--- src/sv/segment_transform_project_macros.svh ---
`ifndef SEGMENT_TRANSFORM_PROJECT_MACROS_SVH
`define SEGMENT_TRANSFORM_PROJECT_MACROS_SVH

// Antecedent holds in a cycle, consequent holds in the same cycle.
`define STP_ASSERT_IMP(label, clk, rst_n, ante, cons) \
    label: assert property (@(posedge clk) disable iff (!rst_n) (ante) |-> (cons)) \
        else $error("segment transform check failed");

// Antecedent holds in a cycle, consequent holds from the next cycle on.
`define STP_ASSERT_NEXT(label, clk, rst_n, ante, cons) \
    label: assert property (@(posedge clk) disable iff (!rst_n) (ante) |=> (cons)) \
        else $error("segment transform check failed");

`endif

--- src/sv/stp_pkg.sv ---
package stp_pkg;

    localparam int COORD_WIDTH = 16;
    localparam int COORD_FRAC  = 12;
    localparam int TRIG_FRAC   = 14;

    localparam int TW      = TRIG_FRAC + 2;     // Q1.TRIG_FRAC sine / cosine
    localparam int RW      = COORD_WIDTH + 3;   // scaled and rotated coordinate
    localparam int PIX_W   = 16;
    localparam int COL_W   = 8;
    localparam int SIN_N   = 91;
    localparam int SIN_IW  = $clog2(SIN_N);
    localparam int SIN_SH  = 30 - TRIG_FRAC;
    localparam longint unsigned PI_Q30 = 64'd3373259426;

    localparam int ANG_W   = 9;
    localparam int ANG_XW  = ANG_W + 1;
    localparam int FLD_W   = 8;
    localparam int DIM_W   = 12;
    localparam int HALF_W  = DIM_W - 1;
    localparam int TOFF_W  = FLD_W + COORD_FRAC;

    localparam int CFG_IW  = 3;
    localparam int CFG_DW  = 3 * ANG_W;

    // Scaling: floor((c*s + 50) / 100) through a biased reciprocal multiply
    localparam int SCL_PW    = COORD_WIDTH + 10;
    localparam int SCL_UW    = COORD_WIDTH + 9;
    localparam int SCL_SHIFT = SCL_UW + 7;
    localparam int RECIP_W   = SCL_UW + 1;
    localparam longint unsigned SCL_RECIP =
        ((64'd1 << SCL_SHIFT) + 64'd99) / 64'd100;
    localparam longint SCL_QOFF = longint'(1) << (COORD_WIDTH + 1);
    localparam longint SCL_BIAS = 100 * SCL_QOFF + 50;

    // Projection widths
    localparam int DW    = RW + 7;
    localparam int NW    = DW + 12;
    localparam int QB    = PIX_W;
    localparam int CMP_W = DW + QB;

    localparam int SCL_LAT = 2;
    localparam int ROT_LAT = 2;
    localparam int PRJ_LAT = 4 + QB + 1;

    typedef logic signed [RW-1:0] t_coord;
    typedef logic [TW-1:0] t_sin_tab [0:SIN_N-1];

    typedef enum logic [CFG_IW-1:0] {
        CFG_TRANSLATION = 3'd0,
        CFG_ROTATION    = 3'd1,
        CFG_SCALE       = 3'd2,
        CFG_WIDTH       = 3'd3,
        CFG_HEIGHT      = 3'd4
    } t_cfg_idx;

    typedef struct packed {
        logic signed [COORD_WIDTH-1:0] start_x;
        logic signed [COORD_WIDTH-1:0] start_y;
        logic signed [COORD_WIDTH-1:0] start_z;
        logic signed [COORD_WIDTH-1:0] end_x;
        logic signed [COORD_WIDTH-1:0] end_y;
        logic signed [COORD_WIDTH-1:0] end_z;
        logic [COL_W-1:0]              red;
        logic [COL_W-1:0]              green;
        logic [COL_W-1:0]              blue;
    } t_item;

    typedef struct packed {
        logic signed [PIX_W-1:0] screen_start_x;
        logic signed [PIX_W-1:0] screen_start_y;
        logic signed [PIX_W-1:0] screen_end_x;
        logic signed [PIX_W-1:0] screen_end_y;
        logic [COL_W-1:0]        out_red;
        logic [COL_W-1:0]        out_green;
        logic [COL_W-1:0]        out_blue;
        logic                    clipped;
    } t_result;

    typedef struct packed {
        logic [2:0][FLD_W-1:0]  scale;
        logic [2:0][TW-1:0]     sin_v;
        logic [2:0][TW-1:0]     cos_v;
        logic [2:0][TOFF_W-1:0] toff;
        logic [HALF_W-1:0]      half_w;
        logic [HALF_W-1:0]      half_h;
    } t_cfg;

    // Taylor series in Q30, rounded to Q1.TRIG_FRAC; evaluated at elaboration
    function automatic t_sin_tab build_sin();
        t_sin_tab tab;
        longint unsigned x;
        longint unsigned x2;
        longint unsigned term;
        longint acc;
        int k;
        for (int d = 0; d < SIN_N; d++) begin
            x    = (longint'(d) * PI_Q30) / 64'd180;
            x2   = (x * x) >> 30;
            term = x;
            acc  = longint'(x);
            for (k = 1; k < 20 && term != 0; k++) begin
                term = ((term * x2) >> 30) / 64'((2 * k) * (2 * k + 1));
                if (k[0]) begin
                    acc -= longint'(term);
                end else begin
                    acc += longint'(term);
                end
            end
            if (acc < 0) begin
                acc = 0;
            end
            tab[d] = TW'((acc + (longint'(1) << (SIN_SH - 1))) >> SIN_SH);
        end
        return tab;
    endfunction

    localparam t_sin_tab SIN_TAB = build_sin();

    function automatic logic signed [TW-1:0] sin_deg(input logic [ANG_XW-1:0] ang);
        logic [ANG_XW-1:0] a;
        logic [ANG_XW-1:0] idx;
        logic              neg;
        logic [TW-1:0]     val;
        a = (ang >= 10'd360) ? ang - 10'd360 : ang;
        if (a <= 10'd90) begin
            idx = a;
            neg = 1'b0;
        end else if (a <= 10'd180) begin
            idx = 10'd180 - a;
            neg = 1'b0;
        end else if (a <= 10'd270) begin
            idx = a - 10'd180;
            neg = 1'b1;
        end else begin
            idx = 10'd360 - a;
            neg = 1'b1;
        end
        val = SIN_TAB[idx[SIN_IW-1:0]];
        return neg ? -$signed(val) : $signed(val);
    endfunction

endpackage

--- src/sv/stp_rotate.sv ---
module stp_rotate import stp_pkg::*; (
    input  logic                 i_clk,
    input  logic                 i_rst_n,
    input  logic                 i_valid,
    input  t_coord               i_p,
    input  t_coord               i_q,
    input  t_coord               i_r,
    input  logic signed [TW-1:0] i_cos,
    input  logic signed [TW-1:0] i_sin,
    output logic                 o_valid,
    output t_coord               o_p,
    output t_coord               o_q,
    output t_coord               o_r
);

    localparam int MW  = RW + TW;
    localparam int SMW = MW + 1;
    localparam logic signed [SMW-1:0] RND = SMW'(64'd1 << (TRIG_FRAC - 1));

    logic                  r_v1;
    logic                  r_v2;
    logic signed [MW-1:0]  r_pc;
    logic signed [MW-1:0]  r_qs;
    logic signed [MW-1:0]  r_ps;
    logic signed [MW-1:0]  r_qc;
    t_coord                r_r1;
    t_coord                r_p2;
    t_coord                r_q2;
    t_coord                r_r2;
    logic signed [SMW-1:0] n_p;
    logic signed [SMW-1:0] n_q;

    // p' = c*p - s*q, q' = s*p + c*q, rounded back by half an LSB then floor
    assign n_p = (SMW'(r_pc) - SMW'(r_qs) + RND) >>> TRIG_FRAC;
    assign n_q = (SMW'(r_ps) + SMW'(r_qc) + RND) >>> TRIG_FRAC;

    always_ff @(posedge i_clk) begin
        if (!i_rst_n) begin
            r_v1 <= 1'b0;
            r_v2 <= 1'b0;
        end else begin
            r_v1 <= i_valid;
            r_v2 <= r_v1;
        end
    end

    always_ff @(posedge i_clk) begin
        r_pc <= MW'(i_p) * MW'(i_cos);
        r_qs <= MW'(i_q) * MW'(i_sin);
        r_ps <= MW'(i_p) * MW'(i_sin);
        r_qc <= MW'(i_q) * MW'(i_cos);
        r_r1 <= i_r;
        r_p2 <= n_p[RW-1:0];
        r_q2 <= n_q[RW-1:0];
        r_r2 <= r_r1;
    end

    assign o_valid = r_v2;
    assign o_p     = r_p2;
    assign o_q     = r_q2;
    assign o_r     = r_r2;

endmodule

--- config.mk ---
export PLATFORM = sky130hd
export DESIGN_NAME = stp_rotate
export DESIGN_NICKNAME = d
export VERILOG_FILES = /design/src/sv/segment_transform_project_macros.svh /design/src/sv/stp_pkg.sv /design/src/sv/stp_rotate.sv
export SDC_FILE = /design/constraint.sdc
export NUM_CORES = 2
export LEC_CHECK = 0
export ABC_AREA = 1
export BUFFER_PORTS_ARGS = -buffer_cell sky130_fd_sc_hd__buf_4
export CAP_MARGIN = 30
export CORE_MARGIN = 2
export CORE_UTILIZATION = 40
export DETAILED_ROUTE_END_ITERATION = 6
export PLACE_DENSITY = 0.53
export SETUP_SLACK_MARGIN = 0.1
export SLEW_MARGIN = 25
export SYNTH_ARGS = -nofsm -noshare
export SYNTH_HDL_FRONTEND = slang
export SYNTH_SLANG_ARGS = --single-unit
export TNS_END_PERCENT = 5
--- constraint.sdc ---
create_clock -name i_clk -period 7.29 [get_ports i_clk]
set_input_delay 0.3645 -clock i_clk [delete_from_list [all_inputs] [get_ports i_clk]]
set_output_delay 0.3645 -clock i_clk [all_outputs]
set_load 0.03 [all_outputs]
=== Yosys cells after proc, flatten, opt, wreduce, memory -nomap -nowiden ===
Cells that the tools add are included.

* Bits in registers: 210
* Latch bits: 0
* Memory bits (writable): 0
* Bits in read-only memories: 0
* Output and inout bits: 58
* Logic and storage cells: 18
* Memories kept: 0

* Add/sub/neg operators: 4
* Multiply operators: 4
* Divide/modulo/power cells: 0
* $lt $le $gt $ge: 0
* Equality and inequality tests: 0
* Shift operators: 0
* Mux-type cells: 0
* Bitwise operators: 0
* Reductions and logical operators: 0

{| class="wikitable"
|+ Operators by type and width
! cell !! count
|-
| $mul 19x16->33 || 4
|-
| $add 33x15->33 const B || 2
|-
| $add 33x33->33 || 1
|-
| $sub 33x33->33 || 1
|}

=== Longest topological paths before layout ===
* Word-level depth: 2
* Gate-level depth with buffers: 27
* Mapped depth without buffers: 25

=== Least setup slack after synthesis ===
No wires, ideal clock.

* Path type: input-to-reg
* Start point: input i_q[18]
* End point: register r_qc[26]
* Library setup time: 0.112 ns
* Data arrival time: 5.608 ns
* Path slack: 1.570 ns
* Stages on the path: 23
* Path buffers: 2
* Cells stage by stage: clkbuf_1 -> clkbuf_1 -> nand2_1 -> inv_1 -> fa_1 -> inv_1 -> fa_1 -> inv_1 -> fa_1 -> fa_1 -> fa_1 -> fa_1 -> ha_1 -> nand2_2 -> nor2_4 -> inv_2 -> nor2_4 -> nand3_1 -> or2_1 -> nand3_2 -> nand2_1 -> clkinv_1 -> nor2_2

* Word-level cells in the longest chain between the ends: 1

{| class="wikitable"
|+ RTL lines
! what !! line !! source
|-
| start, declared || stp_rotate.sv:6 || <nowiki>input t_coord i_q,</nowiki>
|-
| $mul 19x16->33 || stp_rotate.sv:51 || <nowiki>r_qc <= MW'(i_q) * MW'(i_cos);</nowiki>
|-
| end signal, assigned || stp_rotate.sv:51 ||
|-
| end, declared || stp_rotate.sv:25 || <nowiki>logic signed [MW-1:0] r_qc;</nowiki>
|}

Every way passes these cells.
A chain may end at the register's enable or synchronous reset.

=== Final worst setup path ===
* Start point: input i_q[18]
* End point: register r_qc[28]

Same word-level chain as after synthesis.

==> impl_results.md <==
* Status: complete, no violations
* CP required at 7.78 ns
* Relative slew slack at 52.5%
* Gr ovfl total at 0
* Max-cap check violation count at 0
* Worst skew pair latency at 0.66 ns
* CP endpoint kind: register
* CTS HTree Levels at 1
* Hold Path Origin: i_p[0]
* Post-synthesis cell area at 0.0558 mm2
* Hold EP: r_pc[0]
* Largest cells by area after synthesis: fa_1, inv_1, nand2_1
* Hold Slack at 0.167 ns
* RSZ-0062 raised after global routing: no
* Reg2reg end: o_p[17]
* Die height at 377 um
* Vias in the first global route at 46300
* Cell with the most instances after synthesis: inv_1
* Mux cell area share after synthesis at 0%
* First-pass detailed-route iteration total at 5
* Avg Inst Size Synth at 7.63 um2
* FILL cells at 14400
* Asr flop ratio synth at 0%
* Area grow syn2layout at 7.35%
* CP most frequent cell: fa_1
* WP data arrival at 6.33 ns
* Die X at 377 um
* Clock root cell: clkbuf_16
* R2R Setup Slk at 4.51 ns
* Final Critical Period at 5.84 ns
* Sequential area share after synthesis at 7.54%
* Crit path cell chain: buf_4 > nand2_1 > inv_1 > fa_1 > inv_1 > fa_1 > inv_1 > fa_1 > fa_1 > inv_1 > fa_1 > fa_1 > inv_1 > ha_1 > nand2_1 > nor2_1 > nand2_1 > nor4_2 > nand2_1 > nand4_1 > nand2_1
* Largest net degree at the start of global routing at 41
* DP Wirelength at 140000 um
* Worst hold path type: in -> reg
* Drt wl/cell at 18.3 um
* Crit-path slowest cell: fa_1
* Layout net count at 9017
* Number of synthesized flops with an enable pin at 0
* Core ar. at 0.139 mm2
* Syn nets at 9021
* Initial antenna violation count at 6
* CTS tree: built
* Synth Register Bits at 210
* Hold Path Depth at 3
* Top_reg_cell synth: dfxtp_1
* Setup TNS at 0 ns
* Detail Route Antenna Nets at 0
* # DRC at 0
* Setup-failing EPs final at 0
* Area share of fa/ha/maj cells after synthesis at 52.0%
* Largest family of logic cells by synthesized area: adder cells
* Starting DRC count in detailed routing at 3067
* Final Max Tran Viols at 0
* Die area at 0.142 mm2
* Synth Area in Simple Gates at 17.7%
* Initial core utilization at 40.1%
* CTS max path bufs at 3
* First-pass GRT wire length at 269000 um
* WL final at 169000 um
* Syn. warnings at 0
* Via count at 44200
* XOR/XNOR Fraction of Synth Area at 2.20%
* Critical Path Start Type: input port
* Setup CP Type: in -> reg
* Tcrit/Tclk final at 80.1%
* Post-CTS Setup Inserts at 0
* Layout cell share with drive strength beyond 1 at 4.19%
* Layout Skew at 0.0658 ns
* CTS Buf Count at 28
* # IOs at 150
* Final Hold Fails at 0
* Tot GR Track Use at 24.5%
* Placer Congestion at 0.934
* Cells after synthesis at 7307
* FP Rows at 137
* Clock transition at path regs at 0.06 ns
* Max Clk Rate at 171 MHz
* Port Buf Inserts at 149
* Top cell type's share of synthesized area at 41.6%
* Compound-Gate Fraction of Synth Area at 3.88%
* R2R Path Start: r_pc[28]
* Maximum fanout along the worst path at 30
* Number of clock sinks at 210
* Depth of the most critical reg-to-reg path at 10
* Post-synth cell types at 45
* Post-synth top cells: inv_1, nand2_1, fa_1
* Synth area leader: fa_1
* Worst path max stage delay at 0.83 ns
* Worst slew pin tran at 0.712 ns
* Via-to-Cell Ratio at 4.81
-- what timing repair did --
item | CTS | global route
hold buffers | 21 | 0
hold endpoints to repair | 21 | 0
gates resized for setup | 0 | 0
setup endpoints to repair | 0 | 0
-- worst max-delay path by stage --
stage,start,end,slack [ns],depth (start not counted)
2_1_floorplan,i_q[18],r_qc[26],1.57,23
3_3_place_gp,i_cos[2],r_pc[27],0.83,17
3_5_place_dp,i_sin[1],r_qs[28],0.83,19
4_1_cts,i_q[18],r_qc[26],1.50,22
5_1_grt,i_cos[2],r_pc[32],1.06,20
6_report,i_q[18],r_qc[28],1.45,21
-- layout by cell type (no fill, tap or decap), types with 30 or more instances in the layout --
cell type / instances
o21ai_0: 66
nand4_1: 35
buf_4: 187
xor2_1: 112
nand3_1: 159
nor3_1: 30
o21ai_1: 30
dfxtp_1: 210
o21bai_1: 35
a21oi_1: 182
nor2_1: 298
ha_1: 462
inv_1: 2210
fa_1: 1160
nand2_1: 1893
-- cell families after synthesis --
kind of cell             Yosys count
AND/OR/NAND/NOR                 2482
AO/OA/AOI/OAI                    381
adder cells (fa/ha/maj)         1622
flip-flops                       210
XOR/XNOR                         140
buffers and inverters           2472
-- worst max-delay path, delay by kind of cell --
family	cells	cell delay, ns
adder cells (fa/ha/maj)	7	3.79
buffers and inverters	6	0.88
AND/OR/NAND/NOR	8	1.23
-- stage by stage --
stage,cell area (um2),setup slack [ns],std cells,utilization (%)
final,59900,1.45,9207,43.1
after detailed placement,58600,0.830,9128,42.2
after floorplan,55800,1.57,7307,-
after global placement,58600,0.835,9128,42.2
after CTS,59900,1.50,9201,43.1
after global routing,59900,1.06,9203,43.1
-- layout make-up --
type,count,area (um2),area share (%)
flip-flops and latches,210,4200,7.02
repair buffers,208,1610,2.70
clock buffers,30,728,1.22
clock inverters,22,313,0.522
inverters,2230,8370,14.0
diodes,6,15.0,0.0251
multi-input cells,4625,42300,70.6
well taps,1876,2350,3.92
-- sequential cells by signal, summed over array words and instances, names as in the netlist --
signal and cells:
r_qs 33, o_p 19, r_qc 33, r_v1 1, r_ps 33, o_valid 1, o_q 19, r_pc 33
r_r1 19, o_r 19
-- layer usage --
layer  track usage, %  wire, um
met1             37.1     81900
met2             39.2     75700
met3             1.74      8890
met4             3.18      2190
met5                0         0
Power is not shown: default switching activity piles up to over one toggle a cycle in this logic, so the estimate is an artifact.
