===== config.mk =====
export PLATFORM = sky130hd
export DESIGN_NAME = stp_project
export DESIGN_NICKNAME = d
export VERILOG_FILES = /design/src/sv/segment_transform_project_macros.svh /design/src/sv/stp_pkg.sv /design/src/sv/stp_project.sv
export SDC_FILE = /design/constraint.sdc
export NUM_CORES = 2
export LEC_CHECK = 0
export BUFFER_PORTS_ARGS = -buffer_cell sky130_fd_sc_hd__buf_2
export CORE_MARGIN = 5
export CORE_UTILIZATION = 30
export CTS_BUF_LIST = sky130_fd_sc_hd__clkbuf_16
export DETAILED_ROUTE_END_ITERATION = 8
export PLACE_DENSITY = 0.49
export SYNTH_ARGS = -nofsm -noshare
export SYNTH_HDL_FRONTEND = slang
export SYNTH_SLANG_ARGS = --single-unit

===== constraint.sdc =====
create_clock -name i_clk -period 7.7 [get_ports i_clk]
set_input_delay 0.385 -clock i_clk [delete_from_list [all_inputs] [get_ports i_clk]]
set_output_delay 0.385 -clock i_clk [all_outputs]
set_load 0.05 [all_outputs]

===== src/sv/segment_transform_project_macros.svh =====
`ifndef SEGMENT_TRANSFORM_PROJECT_MACROS_SVH
`define SEGMENT_TRANSFORM_PROJECT_MACROS_SVH

// Antecedent holds in a cycle, consequent holds in the same cycle.
`define STP_ASSERT_IMP(label, clk, rst_n, ante, cons) \
    label: assert property (@(posedge clk) disable iff (!rst_n) (ante) |-> (cons)) \
        else $error("segment transform check failed");

// Antecedent holds in a cycle, consequent holds from the next cycle on.
`define STP_ASSERT_NEXT(label, clk, rst_n, ante, cons) \
    label: assert property (@(posedge clk) disable iff (!rst_n) (ante) |=> (cons)) \
        else $error("segment transform check failed");

`endif


===== src/sv/stp_pkg.sv =====
package stp_pkg;

    localparam int COORD_WIDTH = 16;
    localparam int COORD_FRAC  = 12;
    localparam int TRIG_FRAC   = 14;

    localparam int TW      = TRIG_FRAC + 2;     // Q1.TRIG_FRAC sine / cosine
    localparam int RW      = COORD_WIDTH + 3;   // scaled and rotated coordinate
    localparam int PIX_W   = 16;
    localparam int COL_W   = 8;
    localparam int SIN_N   = 91;
    localparam int SIN_IW  = $clog2(SIN_N);
    localparam int SIN_SH  = 30 - TRIG_FRAC;
    localparam longint unsigned PI_Q30 = 64'd3373259426;

    localparam int ANG_W   = 9;
    localparam int ANG_XW  = ANG_W + 1;
    localparam int FLD_W   = 8;
    localparam int DIM_W   = 12;
    localparam int HALF_W  = DIM_W - 1;
    localparam int TOFF_W  = FLD_W + COORD_FRAC;

    localparam int CFG_IW  = 3;
    localparam int CFG_DW  = 3 * ANG_W;

    // Scaling: floor((c*s + 50) / 100) through a biased reciprocal multiply
    localparam int SCL_PW    = COORD_WIDTH + 10;
    localparam int SCL_UW    = COORD_WIDTH + 9;
    localparam int SCL_SHIFT = SCL_UW + 7;
    localparam int RECIP_W   = SCL_UW + 1;
    localparam longint unsigned SCL_RECIP =
        ((64'd1 << SCL_SHIFT) + 64'd99) / 64'd100;
    localparam longint SCL_QOFF = longint'(1) << (COORD_WIDTH + 1);
    localparam longint SCL_BIAS = 100 * SCL_QOFF + 50;

    // Projection widths
    localparam int DW    = RW + 7;
    localparam int NW    = DW + 12;
    localparam int QB    = PIX_W;
    localparam int CMP_W = DW + QB;

    localparam int SCL_LAT = 2;
    localparam int ROT_LAT = 2;
    localparam int PRJ_LAT = 4 + QB + 1;

    typedef logic signed [RW-1:0] t_coord;
    typedef logic [TW-1:0] t_sin_tab [0:SIN_N-1];

    typedef enum logic [CFG_IW-1:0] {
        CFG_TRANSLATION = 3'd0,
        CFG_ROTATION    = 3'd1,
        CFG_SCALE       = 3'd2,
        CFG_WIDTH       = 3'd3,
        CFG_HEIGHT      = 3'd4
    } t_cfg_idx;

    typedef struct packed {
        logic signed [COORD_WIDTH-1:0] start_x;
        logic signed [COORD_WIDTH-1:0] start_y;
        logic signed [COORD_WIDTH-1:0] start_z;
        logic signed [COORD_WIDTH-1:0] end_x;
        logic signed [COORD_WIDTH-1:0] end_y;
        logic signed [COORD_WIDTH-1:0] end_z;
        logic [COL_W-1:0]              red;
        logic [COL_W-1:0]              green;
        logic [COL_W-1:0]              blue;
    } t_item;

    typedef struct packed {
        logic signed [PIX_W-1:0] screen_start_x;
        logic signed [PIX_W-1:0] screen_start_y;
        logic signed [PIX_W-1:0] screen_end_x;
        logic signed [PIX_W-1:0] screen_end_y;
        logic [COL_W-1:0]        out_red;
        logic [COL_W-1:0]        out_green;
        logic [COL_W-1:0]        out_blue;
        logic                    clipped;
    } t_result;

    typedef struct packed {
        logic [2:0][FLD_W-1:0]  scale;
        logic [2:0][TW-1:0]     sin_v;
        logic [2:0][TW-1:0]     cos_v;
        logic [2:0][TOFF_W-1:0] toff;
        logic [HALF_W-1:0]      half_w;
        logic [HALF_W-1:0]      half_h;
    } t_cfg;

    // Taylor series in Q30, rounded to Q1.TRIG_FRAC; evaluated at elaboration
    function automatic t_sin_tab build_sin();
        t_sin_tab tab;
        longint unsigned x;
        longint unsigned x2;
        longint unsigned term;
        longint acc;
        int k;
        for (int d = 0; d < SIN_N; d++) begin
            x    = (longint'(d) * PI_Q30) / 64'd180;
            x2   = (x * x) >> 30;
            term = x;
            acc  = longint'(x);
            for (k = 1; k < 20 && term != 0; k++) begin
                term = ((term * x2) >> 30) / 64'((2 * k) * (2 * k + 1));
                if (k[0]) begin
                    acc -= longint'(term);
                end else begin
                    acc += longint'(term);
                end
            end
            if (acc < 0) begin
                acc = 0;
            end
            tab[d] = TW'((acc + (longint'(1) << (SIN_SH - 1))) >> SIN_SH);
        end
        return tab;
    endfunction

    localparam t_sin_tab SIN_TAB = build_sin();

    function automatic logic signed [TW-1:0] sin_deg(input logic [ANG_XW-1:0] ang);
        logic [ANG_XW-1:0] a;
        logic [ANG_XW-1:0] idx;
        logic              neg;
        logic [TW-1:0]     val;
        a = (ang >= 10'd360) ? ang - 10'd360 : ang;
        if (a <= 10'd90) begin
            idx = a;
            neg = 1'b0;
        end else if (a <= 10'd180) begin
            idx = 10'd180 - a;
            neg = 1'b0;
        end else if (a <= 10'd270) begin
            idx = a - 10'd180;
            neg = 1'b1;
        end else begin
            idx = 10'd360 - a;
            neg = 1'b1;
        end
        val = SIN_TAB[idx[SIN_IW-1:0]];
        return neg ? -$signed(val) : $signed(val);
    endfunction

endpackage


===== src/sv/stp_project.sv =====
module stp_project import stp_pkg::*; (
    input  logic                     i_clk,
    input  logic                     i_rst_n,
    input  logic                     i_valid,
    input  t_coord                   i_v,
    input  t_coord                   i_z,
    input  logic signed [TOFF_W-1:0] i_toff_v,
    input  logic signed [TOFF_W-1:0] i_toff_z,
    input  logic [HALF_W-1:0]        i_half,
    output logic                     o_valid,
    output logic signed [PIX_W-1:0]  o_pix,
    output logic                     o_ok
);

    localparam logic signed [DW-1:0] K50       = 50;
    localparam logic signed [DW-1:0] DEPTH_OFF = DW'(250 * (2 ** COORD_FRAC));
    localparam logic signed [NW-1:0] K200      = 200;
    localparam logic [QB-1:0]        QMAX_NEG  = {1'b1, {(QB-1){1'b0}}};
    localparam logic [QB-1:0]        QMAX_POS  = {1'b0, {(QB-1){1'b1}}};

    // front stages: numerator and depth, then N = 200*X + half*D and |N|
    logic                  r_v1, r_v2, r_v3;
    logic signed [DW-1:0]  r_x, r_d;
    logic signed [NW-1:0]  r_num, r_hd;
    logic signed [DW-1:0]  r_d2;
    logic                  r_dpos2;
    logic [NW-1:0]         r_mag3;
    logic [DW-2:0]         r_d3;
    logic                  r_neg3, r_ok3;
    logic signed [NW-1:0]  n_n2;

    // divider stages, index 0 is the overflow check stage
    logic                  r_vd  [0:QB];
    logic [CMP_W-1:0]      r_rem [0:QB];
    logic [DW-2:0]         r_dd  [0:QB];
    logic [QB-1:0]         r_q   [0:QB];
    logic                  r_neg [0:QB];
    logic                  r_okd [0:QB];

    logic                  r_v5;
    logic signed [PIX_W-1:0] r_pix;
    logic                  r_ok5;

    assign n_n2 = r_num + r_hd;

    always_ff @(posedge i_clk) begin
        if (!i_rst_n) begin
            r_v1    <= 1'b0;
            r_v2    <= 1'b0;
            r_v3    <= 1'b0;
            r_vd[0] <= 1'b0;
            r_v5    <= 1'b0;
        end else begin
            r_v1    <= i_valid;
            r_v2    <= r_v1;
            r_v3    <= r_v2;
            r_vd[0] <= r_v3;
            r_v5    <= r_vd[QB];
        end
    end

    always_ff @(posedge i_clk) begin
        r_x     <= K50 * DW'(i_v) + DW'(i_toff_v);
        r_d     <= K50 * DW'(i_z) + DW'(i_toff_z) + DEPTH_OFF;
        r_num   <= K200 * NW'(r_x);
        r_hd    <= $signed(NW'(i_half)) * NW'(r_d);
        r_d2    <= r_d;
        r_dpos2 <= (r_d > 0);
        r_neg3  <= n_n2[NW-1];
        r_mag3  <= n_n2[NW-1] ? NW'(-n_n2) : NW'(n_n2);
        r_d3    <= r_d2[DW-2:0];
        r_ok3   <= r_dpos2;
        // a quotient of 2^QB or more clears the ok flag whatever the sign
        r_rem[0] <= CMP_W'(r_mag3);
        r_dd[0]  <= r_d3;
        r_q[0]   <= '0;
        r_neg[0] <= r_neg3;
        r_okd[0] <= r_ok3 && (CMP_W'(r_mag3) < (CMP_W'(r_d3) << QB));
    end

    for (genvar i = 0; i < QB; i++) begin : g_div
        logic [CMP_W-1:0] trial;
        logic             take;
        assign trial = CMP_W'(r_dd[i]) << (QB - 1 - i);
        assign take  = (r_rem[i] >= trial);

        always_ff @(posedge i_clk) begin
            if (!i_rst_n) begin
                r_vd[i+1] <= 1'b0;
            end else begin
                r_vd[i+1] <= r_vd[i];
            end
        end

        always_ff @(posedge i_clk) begin
            r_rem[i+1] <= take ? r_rem[i] - trial : r_rem[i];
            r_q[i+1]   <= {r_q[i][QB-2:0], take};
            r_dd[i+1]  <= r_dd[i];
            r_neg[i+1] <= r_neg[i];
            r_okd[i+1] <= r_okd[i];
        end
    end

    always_ff @(posedge i_clk) begin
        r_pix <= r_neg[QB] ? -$signed(r_q[QB]) : $signed(r_q[QB]);
        r_ok5 <= r_okd[QB] && (r_neg[QB] ? (r_q[QB] <= QMAX_NEG) : (r_q[QB] <= QMAX_POS));
    end

    assign o_valid = r_v5;
    assign o_pix   = r_pix;
    assign o_ok    = r_ok5;

endmodule


* Word-level counts from Yosys, hierarchy flattened
Memories as Yosys holds them, arrays and structs flattened. A register that Yosys moved wholly into a read port is not among the register bits.
Index checks and enable logic that the tools add are counted.
W data, S select, Z words.
** Cells by class
- $add $sub $neg :: 22
- Multipliers :: 4
- Div/mod/pow operators :: 0
- $lt $le $gt $ge :: 20
- Eq/ne operators :: 0
- Shift-type cells :: 0
- Mux-type cells :: 38
- Bitwise operators :: 17
- Reductions and logical operators :: 3
** Operator list (count)
- $mux W42 :: 16
- $add A26 B20 Y26 :: 2
- $mul A6 B19 Y25 const A :: 2
- $ge A42 B25 Y1 :: 1
- $ge A42 B26 Y1 :: 1
- $ge A42 B27 Y1 :: 1
- $ge A42 B28 Y1 :: 1
- $ge A42 B29 Y1 :: 1
- $ge A42 B30 Y1 :: 1
- $ge A42 B31 Y1 :: 1
- $ge A42 B32 Y1 :: 1
- $ge A42 B33 Y1 :: 1
- $ge A42 B34 Y1 :: 1
- $ge A42 B35 Y1 :: 1
- $ge A42 B36 Y1 :: 1
- $ge A42 B37 Y1 :: 1
- $ge A42 B38 Y1 :: 1
- $ge A42 B39 Y1 :: 1
- $ge A42 B40 Y1 :: 1
- $sub A42 B25 Y42 :: 1
- $sub A42 B26 Y42 :: 1
- $sub A42 B27 Y42 :: 1
- $sub A42 B28 Y42 :: 1
- $sub A42 B29 Y42 :: 1
- 27 further kinds :: 63
** Storage, ports and cells
- Register bits :: 236
- Latch bits :: 0
- Bits in writable memories :: 1462
- Memory bits (read-only) :: 0
- Output and inout bits :: 18
- Word-level logic and storage cells :: 126
- Memories :: 6
** Memory list
- r_rem :: words 17, bits a word 42, rd ports 16, clocked after Yosys merged registers in 0, wr ports 17, line stp_project.sv:34 : logic [CMP_W-1:0] r_rem [0:QB];
- r_dd :: words 17, bits a word 25, rd ports 16, clocked after Yosys merged registers in 0, wr ports 17, line stp_project.sv:35 : logic [DW-2:0] r_dd [0:QB];
- r_q :: words 17, bits a word 16, rd ports 17, clocked after Yosys merged registers in 0, wr ports 17, line stp_project.sv:36 : logic [QB-1:0] r_q [0:QB];
- r_neg :: words 17, bits a word 1, rd ports 17, clocked after Yosys merged registers in 0, wr ports 17, line stp_project.sv:37 : logic r_neg [0:QB];
- r_okd :: words 17, bits a word 1, rd ports 17, clocked after Yosys merged registers in 0, wr ports 17, line stp_project.sv:38 : logic r_okd [0:QB];
- r_vd :: words 17, bits a word 1, rd ports 17, clocked after Yosys merged registers in 1, wr ports 17, line stp_project.sv:33 : logic r_vd [0:QB];

* Longest topological paths before layout
An unclocked memory read counts as a cell.
- Word-level depth :: 4
- Depth in mapped cells :: 26
- Gate-level depth less buffers :: 26

* Least setup slack after synthesis
OpenSTA, ideal clock, no wires.
- Path type :: input to register
- Start point :: input i_half[5]
- End point :: register r_hd[29]
- Setup time :: 72 ps
- Arrival time :: 6093 ps
- Setup slack :: 1535 ps
- Stages on the path :: 22
- Cell sequence :: clkbuf_1 clkbuf_1 nand2_1 fa_1 fa_1 fa_1 inv_1 fa_1 inv_1 fa_1 inv_1 ha_1 or2_2 o31a_1 a221o_1 a211oi_1 o21ai_0 a21o_1 a21o_1 a21o_1 a41oi_1 xnor2_1
** Between the ends
- Word-level cells in the longest chain between the ends :: 1
** RTL lines
- start, declared :: line stp_project.sv:9 : input logic [HALF_W-1:0] i_half,
- $mul A12 B26 Y38 :: line stp_project.sv:66 : r_hd <= $signed(NW'(i_half)) * NW'(r_d);
- end signal, assigned :: line stp_project.sv:66
- end, declared :: line stp_project.sv:24 : logic signed [NW-1:0] r_num, r_hd;
No other way between the ends.
A chain may end at the register's enable or synchronous reset.

* Worst setup path in the final report
- Start point :: register r_d[3]
- End point :: register r_hd[29]
** Between the ends
- Word-level cells in the longest chain between the ends :: 1
** RTL lines
- start, declared :: line stp_project.sv:23 : logic signed [DW-1:0] r_x, r_d;
- start signal, assigned :: line stp_project.sv:64 : r_d <= K50 * DW'(i_z) + DW'(i_toff_z) + DEPTH_OFF;
- $mul A12 B26 Y38 :: line stp_project.sv:66
No other way between the ends.

==> run metrics <==
post-synthesis sequential area ratio 37.84%; Cells after Synth 8407; Clock Skews 0.05354 ns; Die ar. 273000 sq um; initial antenna violation count 4; commonest non-fill, non-tap cell in the layout dfxtp_1; average size of a mapped cell 9.371 sq um; Setup crit end kind flip-flop; M1 WL 74.29 mm; Vias 56365; Detailed Route WL 188.3 mm; flip-flop and latch count after synthesis 1489; IO Pins 110; Nets 9796; starting density of the core 30.09%; Req. time, crit path 8.41 ns; minimum clock period 6.604 ns; vias in the first global route 59078; Bufs and invs on worst path 5; 1st-pass router iterations 7; Worst Hold Endpoint r_x[15]; worst reg-to-reg path cell count 22; clk_lat worst skew 0.80 ns; cells along the critical path nand2_1 > fa_1 > inv_1 > ha_1 > inv_1 > fa_1 > inv_1 > fa_1 > inv_1 > fa_1 > inv_1 > ha_1 > or2_2 > o31a_1 > a221o_1 > a211oi_1 > o21ai_0 > a21o_1 > a21o_1 > a21o_1 > a41oi_1 > xnor2_1; CTS tree built; clk buf depth 3; delay-heaviest family, CP adder cells; share of cells above drive strength 1 6.090%; kind of critical path flip-flop to flip-flop; Final Setup Violations 0; dpl hpwl 152.3 mm; Clock Sinks 1489; MaxCap Viol Count 0; R2R setup slack 1.10 ns; clock root cell clkbuf_16; met2 routed WL 97.83 mm; DR WL/cell 15.40 um; r2r startpoint r_d[3]; first-pass GRT wire length 303.1 mm; Port-buffer cells 109; f_max 151.4 MHz; RSZ-0062 raised after global routing false; crit path DAT 7.32 ns; Synth Cell Area 78790 sq um; commonest cells after routing, fill and taps aside dfxtp_1 (1489), inv_1 (1108), ha_1 (806); top sig layer met4; Critical Path Max Stage Delay 0.79 ns; TNS Setup 0 ns; largest net degree at the start of global routing 54; max-slew violation count 0; area grow syn2layout 13.10%; Total GRT Usage 13.66%; Post-DRT Antenna Nets 0; Rows 188; Mapped Nets 9632; Core Region 261800 sq um; CP max FO 13; Worst Tran Pin Value 1.098 ns; routed wl met3 5.145 mm; Congestion Overflow GR 0; Top FF cell, synth dfxtp_1; Filler cells 26615; H-Tree Level Count 4; Syn. warnings 0; GP Congestion 0.8953; post-CTS resize count 0; Slowest cell on crit path dfxtp_1; Iter 0 DRT Violations 1988; fin crit share 85.77%; library cells used by synthesis 94; DRC errors left 0; Synth async-reset ratio 0%; startpoint class of the critical path flip-flop; clock-pin slew on the worst setup and hold paths 0.06 ns; most used cell, CP inv_1; number of synthesized flops with an enable pin 0; Die Span Y 522.5 um; CTS Hold Bufs 27; final hold viol count 0; post-CTS setup buffers 0; die width 522.5 um; Hold Crit Depth 4; vias per cell 4.612; run status finished, final reports clean; HP Class primary input to flip-flop; Rel. slew slack 26.61%; Hold Startpoint i_toff_v[15]; Crit. Startpoint r_d[3]; CTS buffer count 166; worst r2r dst r_hd[29]
[metrics by stage]
| stage | area (sq um) | instances | util [%] | setup slack (ns) | hold slack [ns] |
|---|---|---|---|---|---|
| 6_report | 89110 | 12221 | 34.04 | 1.096 | 0.07504 |
| 5_1_grt | 89110 | 12221 | 34.04 | 0.6987 | 0.06926 |
| 4_1_cts | 89100 | 12218 | 34.03 | 1.004 | 0.02288 |
| 3_5_place_dp | 83390 | 11891 | 31.85 | 0.8910 | 0.3121 |
| 3_3_place_gp | 83390 | 11891 | 31.85 | 0.8939 | 0.3100 |
| 2_1_floorplan | 78790 | 8407 | - | 1.535 | 0.3096 |
[worst reg2reg max path, cell delays in order, from the launching register on]
cell,delay (ns)
dfxtp_1,0.79
nand2_1,0.18
fa_1,0.54
inv_1,0.04
ha_1,0.27
inv_1,0.06
fa_1,0.55
inv_1,0.06
fa_1,0.53
inv_1,0.06
fa_1,0.55
inv_1,0.05
ha_1,0.30
or2_2,0.31
o31a_1,0.13
a221o_1,0.34
a211oi_1,0.46
o21ai_0,0.24
a21o_1,0.22
a21o_1,0.20
a21o_1,0.24
a41oi_1,0.27
xnor2_1,0.15
[registers in the layout, summed over array words and instances, names as in the netlist]
signal	flops
r_num	32
r_ok3	1
r_x	26
r_dpos2	1
o_valid	1
r_v3	1
r_d2	25
r_v2	1
r_vd	17
r_rem	668
r_okd	17
r_q	136
r_dd	400
r_neg3	1
r_hd	38
r_v1	1
r_mag3	38
o_ok	1
r_d3	25
r_d	26
r_neg	17
o_pix	16
[metal layers]
layer,vias to the layer above,track usage (%)
li1,28645,-
met1,26479,14.21
met2,826,26.24
met3,415,1.940
met4,0,7.345
met5,-,0
[synth_stat cells, types with 60 or more instances]
library cell / number / area [sq um]
xor2_1: 247 / 2163
nor2_1: 443 / 1663
nor4_1: 75 / 469.2
a21oi_1: 510 / 2552
xnor2_1: 400 / 3503
fa_1: 327 / 6546
a21o_1: 238 / 1787
or3_1: 61 / 381.6
and2_1: 129 / 807.0
and3_1: 60 / 375.4
o21a_1: 72 / 540.5
dfxtp_1: 1489 / 29810
nor3_1: 144 / 720.7
clkbuf_1: 160 / 600.6
nand3_1: 129 / 645.6
nand2b_1: 97 / 606.8
ha_1: 806 / 10080
nor2b_1: 96 / 600.6
nand2_1: 682 / 2560
mux2_2: 73 / 822.0
o21ai_0: 415 / 2077
inv_1: 1071 / 4020
[worst max path at each step]
stage          slack (ns)  depth (start not counted)  endpoint
3_5_place_dp         0.89                         21  r_hd[29]
6_report             1.10                         22  r_hd[29]
2_1_floorplan        1.54                         22  r_hd[29]
3_3_place_gp         0.89                         21  r_hd[29]
5_1_grt              0.70                         22  r_hd[29]
4_1_cts              1.00                         22  r_hd[29]
[logic make-up (layout without fill, tap and decap cells)]
kind of cell / count (synthesis) / after routing / synth area share, %
XOR/XNOR: 649 / 649 / 7.234
AND/OR/NAND/NOR: 2110 / 2110 / 13.09
buffers and inverters: 1248 / 1544 / 5.978
flip-flops: 1489 / 1489 / 37.84
multiplexers: 93 / 93 / 1.297
adder cells (fa/ha/maj): 1133 / 1133 / 21.11
AO/OA/AOI/OAI: 1685 / 1685 / 13.46
other: 0 / 3 / 0
[layout make-up]
| type | count | area (sq um) | area share [%] |
|---|---|---|---|
| Multi-Input combinational cell | 5670 | 44350 | 49.77 |
| Sequential cell | 1489 | 29810 | 33.45 |
| Tap cell | 3515 | 4398 | 4.935 |
| Clock buffer | 166 | 4154 | 4.662 |
| Inverter | 1074 | 4031 | 4.524 |
| Clock inverter | 134 | 1291 | 1.449 |
| Timing Repair Buffer | 170 | 1071 | 1.202 |
| Antenna cell | 3 | 7.507 | 0.008425 |
Power is left out: the tool's default activity adds up to more than one toggle a clock period on the data nets, which glitch-free logic cannot reach.
