<file path="src/sv/segment_transform_project_macros.svh">
`ifndef SEGMENT_TRANSFORM_PROJECT_MACROS_SVH
`define SEGMENT_TRANSFORM_PROJECT_MACROS_SVH

// Antecedent holds in a cycle, consequent holds in the same cycle.
`define STP_ASSERT_IMP(label, clk, rst_n, ante, cons) \
    label: assert property (@(posedge clk) disable iff (!rst_n) (ante) |-> (cons)) \
        else $error("segment transform check failed");

// Antecedent holds in a cycle, consequent holds from the next cycle on.
`define STP_ASSERT_NEXT(label, clk, rst_n, ante, cons) \
    label: assert property (@(posedge clk) disable iff (!rst_n) (ante) |=> (cons)) \
        else $error("segment transform check failed");

`endif

</file>
<file path="src/sv/stp_pkg.sv">
package stp_pkg;

    localparam int COORD_WIDTH = 16;
    localparam int COORD_FRAC  = 12;
    localparam int TRIG_FRAC   = 14;

    localparam int TW      = TRIG_FRAC + 2;     // Q1.TRIG_FRAC sine / cosine
    localparam int RW      = COORD_WIDTH + 3;   // scaled and rotated coordinate
    localparam int PIX_W   = 16;
    localparam int COL_W   = 8;
    localparam int SIN_N   = 91;
    localparam int SIN_IW  = $clog2(SIN_N);
    localparam int SIN_SH  = 30 - TRIG_FRAC;
    localparam longint unsigned PI_Q30 = 64'd3373259426;

    localparam int ANG_W   = 9;
    localparam int ANG_XW  = ANG_W + 1;
    localparam int FLD_W   = 8;
    localparam int DIM_W   = 12;
    localparam int HALF_W  = DIM_W - 1;
    localparam int TOFF_W  = FLD_W + COORD_FRAC;

    localparam int CFG_IW  = 3;
    localparam int CFG_DW  = 3 * ANG_W;

    // Scaling: floor((c*s + 50) / 100) through a biased reciprocal multiply
    localparam int SCL_PW    = COORD_WIDTH + 10;
    localparam int SCL_UW    = COORD_WIDTH + 9;
    localparam int SCL_SHIFT = SCL_UW + 7;
    localparam int RECIP_W   = SCL_UW + 1;
    localparam longint unsigned SCL_RECIP =
        ((64'd1 << SCL_SHIFT) + 64'd99) / 64'd100;
    localparam longint SCL_QOFF = longint'(1) << (COORD_WIDTH + 1);
    localparam longint SCL_BIAS = 100 * SCL_QOFF + 50;

    // Projection widths
    localparam int DW    = RW + 7;
    localparam int NW    = DW + 12;
    localparam int QB    = PIX_W;
    localparam int CMP_W = DW + QB;

    localparam int SCL_LAT = 2;
    localparam int ROT_LAT = 2;
    localparam int PRJ_LAT = 4 + QB + 1;

    typedef logic signed [RW-1:0] t_coord;
    typedef logic [TW-1:0] t_sin_tab [0:SIN_N-1];

    typedef enum logic [CFG_IW-1:0] {
        CFG_TRANSLATION = 3'd0,
        CFG_ROTATION    = 3'd1,
        CFG_SCALE       = 3'd2,
        CFG_WIDTH       = 3'd3,
        CFG_HEIGHT      = 3'd4
    } t_cfg_idx;

    typedef struct packed {
        logic signed [COORD_WIDTH-1:0] start_x;
        logic signed [COORD_WIDTH-1:0] start_y;
        logic signed [COORD_WIDTH-1:0] start_z;
        logic signed [COORD_WIDTH-1:0] end_x;
        logic signed [COORD_WIDTH-1:0] end_y;
        logic signed [COORD_WIDTH-1:0] end_z;
        logic [COL_W-1:0]              red;
        logic [COL_W-1:0]              green;
        logic [COL_W-1:0]              blue;
    } t_item;

    typedef struct packed {
        logic signed [PIX_W-1:0] screen_start_x;
        logic signed [PIX_W-1:0] screen_start_y;
        logic signed [PIX_W-1:0] screen_end_x;
        logic signed [PIX_W-1:0] screen_end_y;
        logic [COL_W-1:0]        out_red;
        logic [COL_W-1:0]        out_green;
        logic [COL_W-1:0]        out_blue;
        logic                    clipped;
    } t_result;

    typedef struct packed {
        logic [2:0][FLD_W-1:0]  scale;
        logic [2:0][TW-1:0]     sin_v;
        logic [2:0][TW-1:0]     cos_v;
        logic [2:0][TOFF_W-1:0] toff;
        logic [HALF_W-1:0]      half_w;
        logic [HALF_W-1:0]      half_h;
    } t_cfg;

    // Taylor series in Q30, rounded to Q1.TRIG_FRAC; evaluated at elaboration
    function automatic t_sin_tab build_sin();
        t_sin_tab tab;
        longint unsigned x;
        longint unsigned x2;
        longint unsigned term;
        longint acc;
        int k;
        for (int d = 0; d < SIN_N; d++) begin
            x    = (longint'(d) * PI_Q30) / 64'd180;
            x2   = (x * x) >> 30;
            term = x;
            acc  = longint'(x);
            for (k = 1; k < 20 && term != 0; k++) begin
                term = ((term * x2) >> 30) / 64'((2 * k) * (2 * k + 1));
                if (k[0]) begin
                    acc -= longint'(term);
                end else begin
                    acc += longint'(term);
                end
            end
            if (acc < 0) begin
                acc = 0;
            end
            tab[d] = TW'((acc + (longint'(1) << (SIN_SH - 1))) >> SIN_SH);
        end
        return tab;
    endfunction

    localparam t_sin_tab SIN_TAB = build_sin();

    function automatic logic signed [TW-1:0] sin_deg(input logic [ANG_XW-1:0] ang);
        logic [ANG_XW-1:0] a;
        logic [ANG_XW-1:0] idx;
        logic              neg;
        logic [TW-1:0]     val;
        a = (ang >= 10'd360) ? ang - 10'd360 : ang;
        if (a <= 10'd90) begin
            idx = a;
            neg = 1'b0;
        end else if (a <= 10'd180) begin
            idx = 10'd180 - a;
            neg = 1'b0;
        end else if (a <= 10'd270) begin
            idx = a - 10'd180;
            neg = 1'b1;
        end else begin
            idx = 10'd360 - a;
            neg = 1'b1;
        end
        val = SIN_TAB[idx[SIN_IW-1:0]];
        return neg ? -$signed(val) : $signed(val);
    endfunction

endpackage

</file>
<file path="src/sv/stp_scale.sv">
module stp_scale import stp_pkg::*; (
    input  logic                          i_clk,
    input  logic                          i_rst_n,
    input  logic                          i_valid,
    input  logic signed [COORD_WIDTH-1:0] i_coord,
    input  logic [FLD_W-1:0]              i_scale,
    output logic                          o_valid,
    output t_coord                        o_coord
);

    localparam logic signed [SCL_PW-1:0] BIAS = SCL_PW'(SCL_BIAS);
    localparam logic signed [RW-1:0]     QOFF = RW'(SCL_QOFF);
    localparam int                       PW2  = SCL_UW + RECIP_W;

    logic                    r_v1;
    logic                    r_v2;
    logic [SCL_UW-1:0]       r_u;
    t_coord                  r_c;
    logic signed [SCL_PW-1:0] n_prod;
    logic [PW2-1:0]          n_recip;

    // biased so the quotient is taken on a non-negative value
    assign n_prod  = SCL_PW'(i_coord) * $signed(SCL_PW'(i_scale)) + BIAS;
    assign n_recip = PW2'(r_u) * PW2'(SCL_RECIP);

    always_ff @(posedge i_clk) begin
        if (!i_rst_n) begin
            r_v1 <= 1'b0;
            r_v2 <= 1'b0;
        end else begin
            r_v1 <= i_valid;
            r_v2 <= r_v1;
        end
    end

    always_ff @(posedge i_clk) begin
        r_u <= n_prod[SCL_UW-1:0];
        r_c <= $signed(n_recip[SCL_SHIFT +: RW]) - QOFF;
    end

    assign o_valid = r_v2;
    assign o_coord = r_c;

endmodule

</file>
<file path="config.mk">
export PLATFORM = sky130hd
export DESIGN_NAME = stp_scale
export DESIGN_NICKNAME = d
export VERILOG_FILES = /design/src/sv/segment_transform_project_macros.svh /design/src/sv/stp_pkg.sv /design/src/sv/stp_scale.sv
export SDC_FILE = /design/constraint.sdc
export NUM_CORES = 1
export LEC_CHECK = 0
export BUFFER_PORTS_ARGS = -buffer_cell sky130_fd_sc_hd__buf_2
export CAP_MARGIN = 20
export CORE_MARGIN = 5
export CORE_UTILIZATION = 65
export CTS_BUF_LIST = sky130_fd_sc_hd__clkbuf_8
export DETAILED_ROUTE_END_ITERATION = 10
export GPL_ROUTABILITY_DRIVEN = 1
export GPL_TIMING_DRIVEN = 1
export MAX_ROUTING_LAYER = met4
export PLACE_DENSITY = 0.88
export REMOVE_ABC_BUFFERS = 1
export SYNTH_ARGS = -nofsm -noshare
export SYNTH_HDL_FRONTEND = slang
export SYNTH_SLANG_ARGS = --single-unit
</file>
<file path="constraint.sdc">
create_clock -name i_clk -period 7.05 [get_ports i_clk]
set_input_delay 0.3525 -clock i_clk [delete_from_list [all_inputs] [get_ports i_clk]]
set_output_delay 0.3525 -clock i_clk [all_outputs]
set_load 0.01 [all_outputs]
</file>
== Word level (Yosys, flattened, before mapping) ==
Index checks and enable logic that the tools add are counted.

* Register bits: 46
* Input bits: 27
* Output and inout port bits: 20
* Word-level logic and storage cells: 8

* Add/sub/neg operators: 2
* Multipliers: 2

{| class="wikitable"
|+ Operator list
! cell !! count
|-
| $mul 25x26->51 const B || 1
|-
| $add 25x25->25 const B || 1
|-
| $mul 16x9->25 || 1
|-
| $sub 19x19->19 const B || 1
|}

== Longest topological paths before layout ==
Gate-level depths: netlist of run 1.

* Word-level depth: 2
* Mapped depth: 24
* Depth with buffers taken out: 24

== Worst setup path after synthesis of run 1 ==
No wires, ideal clock.

* Path kind: register to register
* From: register r_u[3]
* To: register r_c[16] (netlist: o_coord[16])
* Setup time: 72 ps
* Data arrival time: 6037 ps
* Data required time: 6978 ps
* Slack: 941 ps
* Cell stages (with the launch flop): 24
* Cells stage by stage: dfxtp_1 -> ha_1 -> inv_1 -> fa_1 -> fa_1 -> inv_1 -> fa_1 -> inv_1 -> fa_1 -> inv_1 -> fa_1 -> inv_1 -> fa_1 -> inv_1 -> ha_1 -> a211oi_1 -> o211ai_1 -> a21oi_1 -> nor3b_4 -> a21oi_2 -> a211o_2 -> a211o_2 -> a21oi_2 -> xnor2_1

* Longest elaborated chain between the ends: 2

{| class="wikitable"
|+ RTL lines
! what !! RTL line !! RTL
|-
| start, declared || stp_scale.sv:17 || <nowiki>logic [SCL_UW-1:0] r_u;</nowiki>
|-
| start signal, assigned || stp_scale.sv:37 || <nowiki>r_u <= n_prod[SCL_UW-1:0];</nowiki>
|-
| $mul 25x26->51 || stp_scale.sv:24 || <nowiki>assign n_recip = PW2'(r_u) * PW2'(SCL_RECIP);</nowiki>
|-
| net n_recip[48] || stp_scale.sv:20 || <nowiki>logic [PW2-1:0] n_recip;</nowiki>
|-
| $sub 19x19->19 || stp_scale.sv:38 || <nowiki>r_c <= $signed(n_recip[SCL_SHIFT +: RW]) - QOFF;</nowiki>
|-
| end signal, assigned || stp_scale.sv:38 ||
|-
| end, declared || stp_scale.sv:18 || <nowiki>t_coord r_c;</nowiki>
|}

The timed path passes the listed nets, and every way through them passes these cells.
A chain may end at the register's enable or synchronous reset.

== Worst setup path after layout of run 1 ==
* From: register r_u[3]
* To: register r_c[12] (netlist: o_coord[12])

The elaborated chain is that of the path after synthesis.

==> results of run 1 <==
-- how the worst max path moves through the flow --
stage | cells after the start | to
2_1_floorplan | 23 | o_coord[16]
3_3_place_gp | 23 | o_coord[18]
3_5_place_dp | 23 | o_coord[16]
4_1_cts | 23 | o_coord[16]
5_1_grt | 23 | o_coord[16]
6_report | 23 | o_coord[12]
-- registers in the layout, summed over array words and instances (netlist names) --
| signal | flops |
|---|---|
| o_coord | 19 |
| o_valid | 1 |
| r_u | 25 |
| r_v1 | 1 |
-- layer usage --
metal,part of all wire,track usage,up-vias
li1,-,-,4979
met1,0.41,0.343,5445
met2,0.49,0.460,327
met3,0.062,0.0344,76
met4,0.038,0.0840,0
met5,0,-,-
-- through the flow --
stage | util | hold WS, ns | setup WS, ns
floorplan | - | 0.412 | 0.941
global placement | 0.682 | 0.416 | 0.497
detailed placement | 0.682 | 0.437 | 0.417
CTS | 0.687 | 0.203 | 0.371
global route | 0.687 | 0.207 | 0.0120
finish | 0.687 | 0.210 | 0.350
-- layout make-up --
cell class	count	area [sq um]	area share
clock buffers	5	68.8	0.00413
multi-input cells	1052	13100	0.786
flip-flops and latches	46	921	0.0553
clock inverters	3	48.8	0.00293
repair buffers	51	268	0.0161
well taps	324	405	0.0243
inverters	493	1850	0.111
-- synthesized netlist by cell type, drive strengths merged (3+ instances only) --
cell type / instances
xnor2: 32
o21bai: 4
a31o: 3
or3: 3
ha: 324
o31ai: 6
and3: 8
dfxtp: 46
a31oi: 6
nand3: 10
nor2: 21
and2: 82
nor2b: 3
a211oi: 6
a21o: 22
inv: 493
clkbuf: 11
a211o: 3
nand4: 4
o211ai: 6
o21a: 9
a21oi: 37
nand2b: 3
fa: 324
nand2: 67
xor2: 14
nor3: 5
o21ai: 22
-- cell families after synthesis --
kind of cell             Yosys count  synth area share
AO/OA/AOI/OAI                    143            0.0638
XOR/XNOR                          46            0.0253
adder cells (fa/ha/maj)          648             0.662
buffers and inverters            504             0.120
flip-flops                        46            0.0578
multiplexers                       1          0.000629
AND/OR/NAND/NOR                  214            0.0706
==> metrics.csv, run 1 <==
metric;value;unit
synth_top_flop_cell;dfxtp_1;
fp.dieW;167;microns
synth_edf_count;0;
cts.repair.resized;0;
n_antenna_cell;0;
max_slew.worst_pin.slew;0.625;ns
status;complete, no violations;
area_delta_synth_final;4.58;%
skew;0.0184;ns
hp-class;primary input to flop;
crit_path_top_delay_cell;dfxtp_1;
crit_fanout;9;
r2r_slack;0.35;ns
grt_max_degree;17;
viasPerCell;5.48;
arrival;6.96;ns
synth_top_area_cell;fa_1;
clk_latency;0.33;ns
crit_type;flop to flop;
r2r-start;r_u[3];
grt_usage;0.271;
ys_async_sr_fraction;0;
worst_setup_path_start_kind;flop;
clk_pin_slew;0.10;ns
synth_area_per_cell;9.94;sq um
stdcell_count;1974;
min_to;r_v1;
coreArea;24200;sq um
rsz0062_at_grt;no;
fp.dieArea;27700;sq um
finalInstanceArea;16700;sq um
grt_pass1_vias;12300;
wirelength;34700;microns
dr.pass1.iters;7;
final_cell_mix;inv_1, fa_1, ha_1;
cts_buffers;5;
vias;10800;
whs_path_depth;2;
fin_crit;6.70;ns
clockBufferDepth;2;
layout.nets;2324;
drive_gt1_frac;0.0515;
max_cap_viol_count;0;
synth_area_leaders;fa_1, ha_1, inv_1;
fill_cells;1800;
io_buffers;46;
hp-start;i_valid;
row_count;57;
root_buffer;clkbuf_8;
r2r-end;o_coord[12];
cpLargestDelayFamily;adder cells;
numClockSinks;46;
place_hpwl;31600;microns
critical_path.max_stage_delay;0.69;ns
final.period_utilization;0.950;
place.gp.congestion;1.02;
post-cts-setup-buffers;0;
final.setup.tns;0;ns
crit_chain;ha_1 > inv_1 > fa_1 > fa_1 > inv_1 > fa_1 > inv_1 > fa_1 > inv_1 > fa_1 > inv_1 > fa_1 > inv_1 > ha_1 > a211oi_1 > o211ai_1 > a21oi_1 > nor3b_4 > a21oi_2 > a211o_2 > a31o_1 > a31oi_1 > xnor2_1;
syn_area;15900;sq um
synthCells;1602;
final_common_cell;inv_1;
setup_viol;0;
hold_violations;0;
place_area;16500;sq um
end_kind;flop;
slew_headroom;0.583;
ctsHoldBuffers;0;
drtIter0Drc;658;
worstPathRequired;7.31;ns
antenna_found_initial;0;
start_util;0.657;
netlist-cell-type-count;62;
path_buf_inv;6;
reg2reg_depth;23;
synth_seq_cells;46;
post_drt_wl_per_cell;17.6;microns
ys_seq_area_frac;0.0578;
finalMaxSlewViolations;0;
io_pins;47;
cts_tree;built;
ys_warn_count;0;
cts_max_level;2;
max_freq;149;MHz
startpoint;r_u[3];
drc;0;
synth_top_area_share;0.407;
grt_pass1_wl;59200;microns
ant_nets;0;
place_inst;1966;
gr-total-overflow;0;
dieHeight;167;microns
Power of run 1 is not shown: default switching activity piles up to over one toggle a cycle in this logic, so the estimate is an artifact.
==> run 2, diff against run 1 <==
--- a/config.mk
+++ b/config.mk
@@ -7,7 +7,6 @@
 export LEC_CHECK = 0
 export BUFFER_PORTS_ARGS = -buffer_cell sky130_fd_sc_hd__buf_2
 export CAP_MARGIN = 20
-export CORE_MARGIN = 5
 export CORE_UTILIZATION = 65
 export CTS_BUF_LIST = sky130_fd_sc_hd__clkbuf_8
 export DETAILED_ROUTE_END_ITERATION = 10
@@ -16,6 +15,7 @@
 export MAX_ROUTING_LAYER = met4
 export PLACE_DENSITY = 0.88
 export REMOVE_ABC_BUFFERS = 1
+export SKIP_LAST_GASP = 1
 export SYNTH_ARGS = -nofsm -noshare
 export SYNTH_HDL_FRONTEND = slang
 export SYNTH_SLANG_ARGS = --single-unit
==> metrics.csv, run 2 (synthesized netlist as in run 1, its figures left out) <==
metric;value;unit;change
status;complete, no violations;;unchanged
crit_path_top_delay_cell;fa_1;;was dfxtp_1
io_buffers;46;;unchanged
crit_fanout;8;;was 9
skew;0.0144;ns;was 0.0184 ns
startpoint;r_u[7];;was r_u[3]
r2r-start;r_u[7];;was r_u[3]
area_delta_synth_final;4.64;%;was 4.58%
coreArea;23800;sq um;was 24200 sq um
gr-total-overflow;0;;unchanged
hold_violations;0;;unchanged
clk_latency;0.34;ns;was 0.33 ns
crit_type;flop to flop;;unchanged
drive_gt1_frac;0.0568;;was 0.0515
fp.dieArea;25100;sq um;was 27700 sq um
viasPerCell;5.43;;was 5.48
regMostFlops;r_u;;unchanged
grt_pass1_wl;58600;microns;was 59200 microns
finalMaxSlewViolations;0;;unchanged
root_buffer;clkbuf_8;;unchanged
clk_pin_slew;0.10;ns;about the same
fp.dieW;159;microns;was 167 microns
max_freq;149;MHz;about the same
grt_max_degree;18;;was 17
max_slew.worst_pin.slew;0.683;ns;was 0.625 ns
slew_headroom;0.544;;was 0.583
end_kind;flop;;unchanged
setup_viol;0;;unchanged
cts_buffers;5;;unchanged
numClockSinks;46;;unchanged
ant_nets;0;;unchanged
layout.nets;2328;;was 2324
arrival;7.01;ns;was 6.96 ns
vias;10700;;was 10800
io_pins;47;;unchanged
ctsHoldBuffers;0;;unchanged
drc;0;;unchanged
dieHeight;159;microns;was 167 microns
worstPathRequired;7.33;ns;was 7.31 ns
path_buf_inv;2;;was 6
setup_ws;0.320;ns;was 0.350 ns
crit_chain;fa_1 > fa_1 > inv_1 > fa_1 > inv_1 > fa_1 > fa_1 > fa_1 > fa_1 > ha_1 > a211oi_2 > o211ai_1 > a21oi_1 > nor3b_4 > a21oi_2 > a211o_2 > a31oi_2 > mux2i_1 > xnor2_1;;was ha_1 > inv_1 > fa_1 > fa_1 > inv_1 > fa_1 > inv_1 > fa_1 > inv_1 > fa_1 > inv_1 > fa_1 > inv_1 > ha_1 > a211oi_1 > o211ai_1 > a21oi_1 > nor3b_4 > a21oi_2 > a211o_2 > a31o_1 > a31oi_1 > xnor2_1
place_hpwl;31300;microns;was 31600 microns
wirelength;34200;microns;was 34700 microns
worst_path_most_repeated_cell;fa_1;;
final.period_utilization;0.955;;was 0.950
post-cts-setup-buffers;0;;unchanged
post_drt_wl_per_cell;17.3;microns;was 17.6 microns
n_antenna_cell;0;;unchanged
fin_crit;6.73;ns;was 6.70 ns
final_common_cell;inv_1;;unchanged
antenna_found_initial;0;;unchanged
drtIter0Drc;657;;was 658
grt_usage;0.317;;was 0.271
rsz0062_at_grt;no;;unchanged
hp-start;i_rst_n;;was i_valid
cpLargestDelayFamily;adder cells;;unchanged
place.gp.congestion;0.991;;was 1.02
dr.pass1.iters;7;;unchanged
cts_max_level;2;;unchanged
final.setup.tns;0;ns;unchanged
place_ws;0.265;ns;was 0.417 ns
cts_tree;built;;unchanged
max_cap_viol_count;0;;unchanged
largest_reg_flops;25;;unchanged
grt_pass1_vias;11900;;was 12300
worst_setup_path_start_kind;flop;;unchanged
critical_path.max_stage_delay;0.57;ns;was 0.69 ns
start_util;0.671;;was 0.657
clockBufferDepth;2;;unchanged
final_cell_mix;inv_1, fa_1, ha_1;;unchanged
row_count;56;;was 57
cts.repair.resized;0;;unchanged
hp-class;primary input to flop;;unchanged
[run 2: worst paths after layout]
path	end	slack, ns	depth (start not counted)
min	o_valid	0.22	2
max reg2reg	o_coord[18]	0.32	19
max	o_coord[18]	0.32	19
min reg2reg	o_valid	0.44	1
[run 2: layout make-up]
class                      instances  area [sq um]
clock inverter                     3          28.8
inverter                         493          1850
fill                            1688          7090
clock buffer                       5          68.8
sequential                        46           927
multi-input combinational       1052         13100
timing repair buffer              55           298
tap                              319           399
[run 2: worst register-to-register path, stage by stage, from the launching register on]
cell      delay (ns)
dfxtp_1         0.55
fa_1            0.56
fa_1            0.54
inv_1           0.05
fa_1            0.48
inv_1           0.05
fa_1            0.50
fa_1            0.57
fa_1            0.43
fa_1            0.44
ha_1            0.33
a211oi_2        0.25
o211ai_1        0.18
a21oi_1         0.35
nor3b_4         0.26
a21oi_2         0.10
a211o_2         0.39
a31oi_2         0.27
mux2i_1         0.25
xnor2_1         0.13
[run 2: per-stage QoR]
step	area, sq um	std cells	hold slack (ns)	util
2_1_floorplan	15900	1591	0.412	-
3_3_place_gp	16600	1965	0.416	0.697
3_5_place_dp	16600	1965	0.419	0.697
4_1_cts	16700	1973	0.221	0.701
5_1_grt	16700	1973	0.220	0.702
6_report	16700	1973	0.222	0.702
[run 2: metal layers]
| layer | part of all wire | wire [microns] | track usage |
|---|---|---|---|
| met4 | 0.030 | 1020 | 0.100 |
| met3 | 0.061 | 2080 | 0.0392 |
| met2 | 0.50 | 17000 | 0.536 |
| met1 | 0.41 | 14100 | 0.398 |
| met5 | 0 | 0 | - |
Power of run 2 is left out for the same reason.
==> run 3, diff against run 2 <==
--- a/config.mk
+++ b/config.mk
@@ -7,13 +7,13 @@
 export LEC_CHECK = 0
 export BUFFER_PORTS_ARGS = -buffer_cell sky130_fd_sc_hd__buf_2
 export CAP_MARGIN = 20
-export CORE_UTILIZATION = 65
+export CORE_UTILIZATION = 67
 export CTS_BUF_LIST = sky130_fd_sc_hd__clkbuf_8
 export DETAILED_ROUTE_END_ITERATION = 10
 export GPL_ROUTABILITY_DRIVEN = 1
 export GPL_TIMING_DRIVEN = 1
 export MAX_ROUTING_LAYER = met4
-export PLACE_DENSITY = 0.88
+export PLACE_DENSITY = 0.9
 export REMOVE_ABC_BUFFERS = 1
 export SKIP_LAST_GASP = 1
 export SYNTH_ARGS = -nofsm -noshare
==> constraint.sdc (replaced) <==
create_clock -name i_clk -period 7.05 [get_ports i_clk]
set_input_delay 1.41 -clock i_clk [delete_from_list [all_inputs] [get_ports i_clk]]
set_output_delay 1.41 -clock i_clk [all_outputs]
set_load 0.05 [all_outputs]
==> metrics.csv, run 3 (synthesized netlist as in run 1, its figures left out) <==
metric;value;unit;change
io_pins;47;;unchanged
place_inst;1961;;was 1965
drc;0;;unchanged
dr.pass1.iters;7;;unchanged
drtIter0Drc;640;;was 657
final.setup.tns;0;ns;unchanged
grt_pass1_vias;12000;;was 11900
row_count;56;;unchanged
worst_path_most_repeated_cell;fa_1;;unchanged
slew_headroom;0.546;;was 0.544
crit_type;flop to flop;;unchanged
dieHeight;156;microns;was 159 microns
clk_pin_slew;0.10;ns;about the same
cpLargestDelayFamily;adder cells;;unchanged
crit_path_top_delay_cell;dfxtp_1;;was fa_1
final_common_cell;inv_1;;unchanged
end_kind;flop;;unchanged
final.period_utilization;0.952;;was 0.955
area_delta_synth_final;4.42;%;was 4.64%
post_drt_wl_per_cell;17.8;microns;was 17.3 microns
grt_usage;0.324;;was 0.317
drive_gt1_frac;0.0515;;was 0.0568
n_antenna_cell;0;;unchanged
finalInstanceArea;16600;sq um;was 16700 sq um
largest_reg_flops;25;;unchanged
cts_tree;built;;unchanged
arrival;6.99;ns;was 7.01 ns
setup_viol;0;;unchanged
regMostFlops;r_u;;unchanged
path_buf_inv;4;;was 2
fill_cells;1705;;was 1688
max_slew.worst_pin.slew;0.680;ns;was 0.683 ns
fp.dieW;156;microns;was 159 microns
finish.utilization;0.711;;was 0.702
root_buffer;clkbuf_8;;unchanged
clockBufferDepth;2;;unchanged
hold_violations;0;;unchanged
layout.nets;2324;;was 2328
clk_latency;0.34;ns;about the same
antenna_found_initial;0;;unchanged
worst_setup_path_start_kind;flop;;unchanged
hp-class;flop to flop;;was primary input to flop
place_hpwl;31000;microns;was 31300 microns
viasPerCell;5.49;;was 5.43
max_cap_viol_count;0;;unchanged
numClockSinks;46;;unchanged
cts_max_level;2;;unchanged
crit_fanout;8;;unchanged
place.gp.congestion;1.04;;was 0.991
status;complete, no violations;;unchanged
cts.repair.resized;0;;unchanged
start_util;0.681;;was 0.671
io_buffers;46;;unchanged
grt_max_degree;18;;unchanged
worstPathRequired;7.33;ns;about the same
stdcell_count;1969;;was 1973
wirelength;35000;microns;was 34200 microns
post-cts-setup-buffers;0;;unchanged
place_area;16500;sq um;was 16600 sq um
ctsHoldBuffers;0;;unchanged
rsz0062_at_grt;no;;unchanged
fin_crit;6.71;ns;was 6.73 ns
grt_pass1_wl;58500;microns;was 58600 microns
gr-total-overflow;0;;unchanged
fp.dieArea;24400;sq um;was 25100 sq um
finalMaxSlewViolations;0;;unchanged
critical_path.max_stage_delay;0.64;ns;was 0.57 ns
final_cell_mix;inv_1, fa_1, ha_1;;unchanged
cts_buffers;5;;unchanged
skew;0.00597;ns;was 0.0144 ns
ant_nets;0;;unchanged
max_freq;149;MHz;about the same
crit_chain;fa_1 > fa_1 > inv_1 > fa_1 > inv_1 > fa_1 > fa_1 > fa_1 > inv_1 > fa_1 > inv_1 > ha_1 > o21ai_0 > a211oi_1 > a21oi_1 > nor3b_4 > a21oi_2 > a211o_2 > a31oi_2 > mux2i_1 > xnor2_1;;was fa_1 > fa_1 > inv_1 > fa_1 > inv_1 > fa_1 > fa_1 > fa_1 > fa_1 > ha_1 > a211oi_2 > o211ai_1 > a21oi_1 > nor3b_4 > a21oi_2 > a211o_2 > a31oi_2 > mux2i_1 > xnor2_1
coreArea;23400;sq um;was 23800 sq um
vias;10800;;was 10700
[run 3: metal layers]
metal	part of all wire	routed length (microns)	vias up	global-route usage
met5	0	0	-	-
met2	0.49	17200	341	0.545
met4	0.037	1290	0	0.120
met1	0.42	14600	5397	0.404
met3	0.057	2000	81	0.0358
li1	-	-	4985	-
[run 3: cell type report]
class | count | area, sq um | share of cell area
Clock buffer | 5 | 68.8 | 0.00414
Clock inverter | 3 | 28.8 | 0.00173
Inverter | 493 | 1850 | 0.111
Multi-Input combinational cell | 1052 | 13100 | 0.787
Sequential cell | 46 | 921 | 0.0554
Tap cell | 319 | 399 | 0.0240
Timing Repair Buffer | 51 | 268 | 0.0161
[run 3: final timing paths]
check | end | start | slack [ns] | cells after the start
worst max-delay path | o_coord[18] | r_u[7] | 0.34 | 21
worst min-delay path | o_valid | r_v1 | 0.46 | 1
worst max register to register | o_coord[18] | r_u[7] | 0.34 | 21
worst min register to register | o_valid | r_v1 | 0.46 | 1
[run 3: stage by stage]
stage	hold slack (ns)	setup WS [ns]
after floorplan	0.412	0.941
after detailed placement	0.444	0.394
after global routing	0.492	0.00657
after global placement	0.416	0.518
final	0.462	0.340
after CTS	0.472	0.387
Power of run 3 is left out for the same reason.
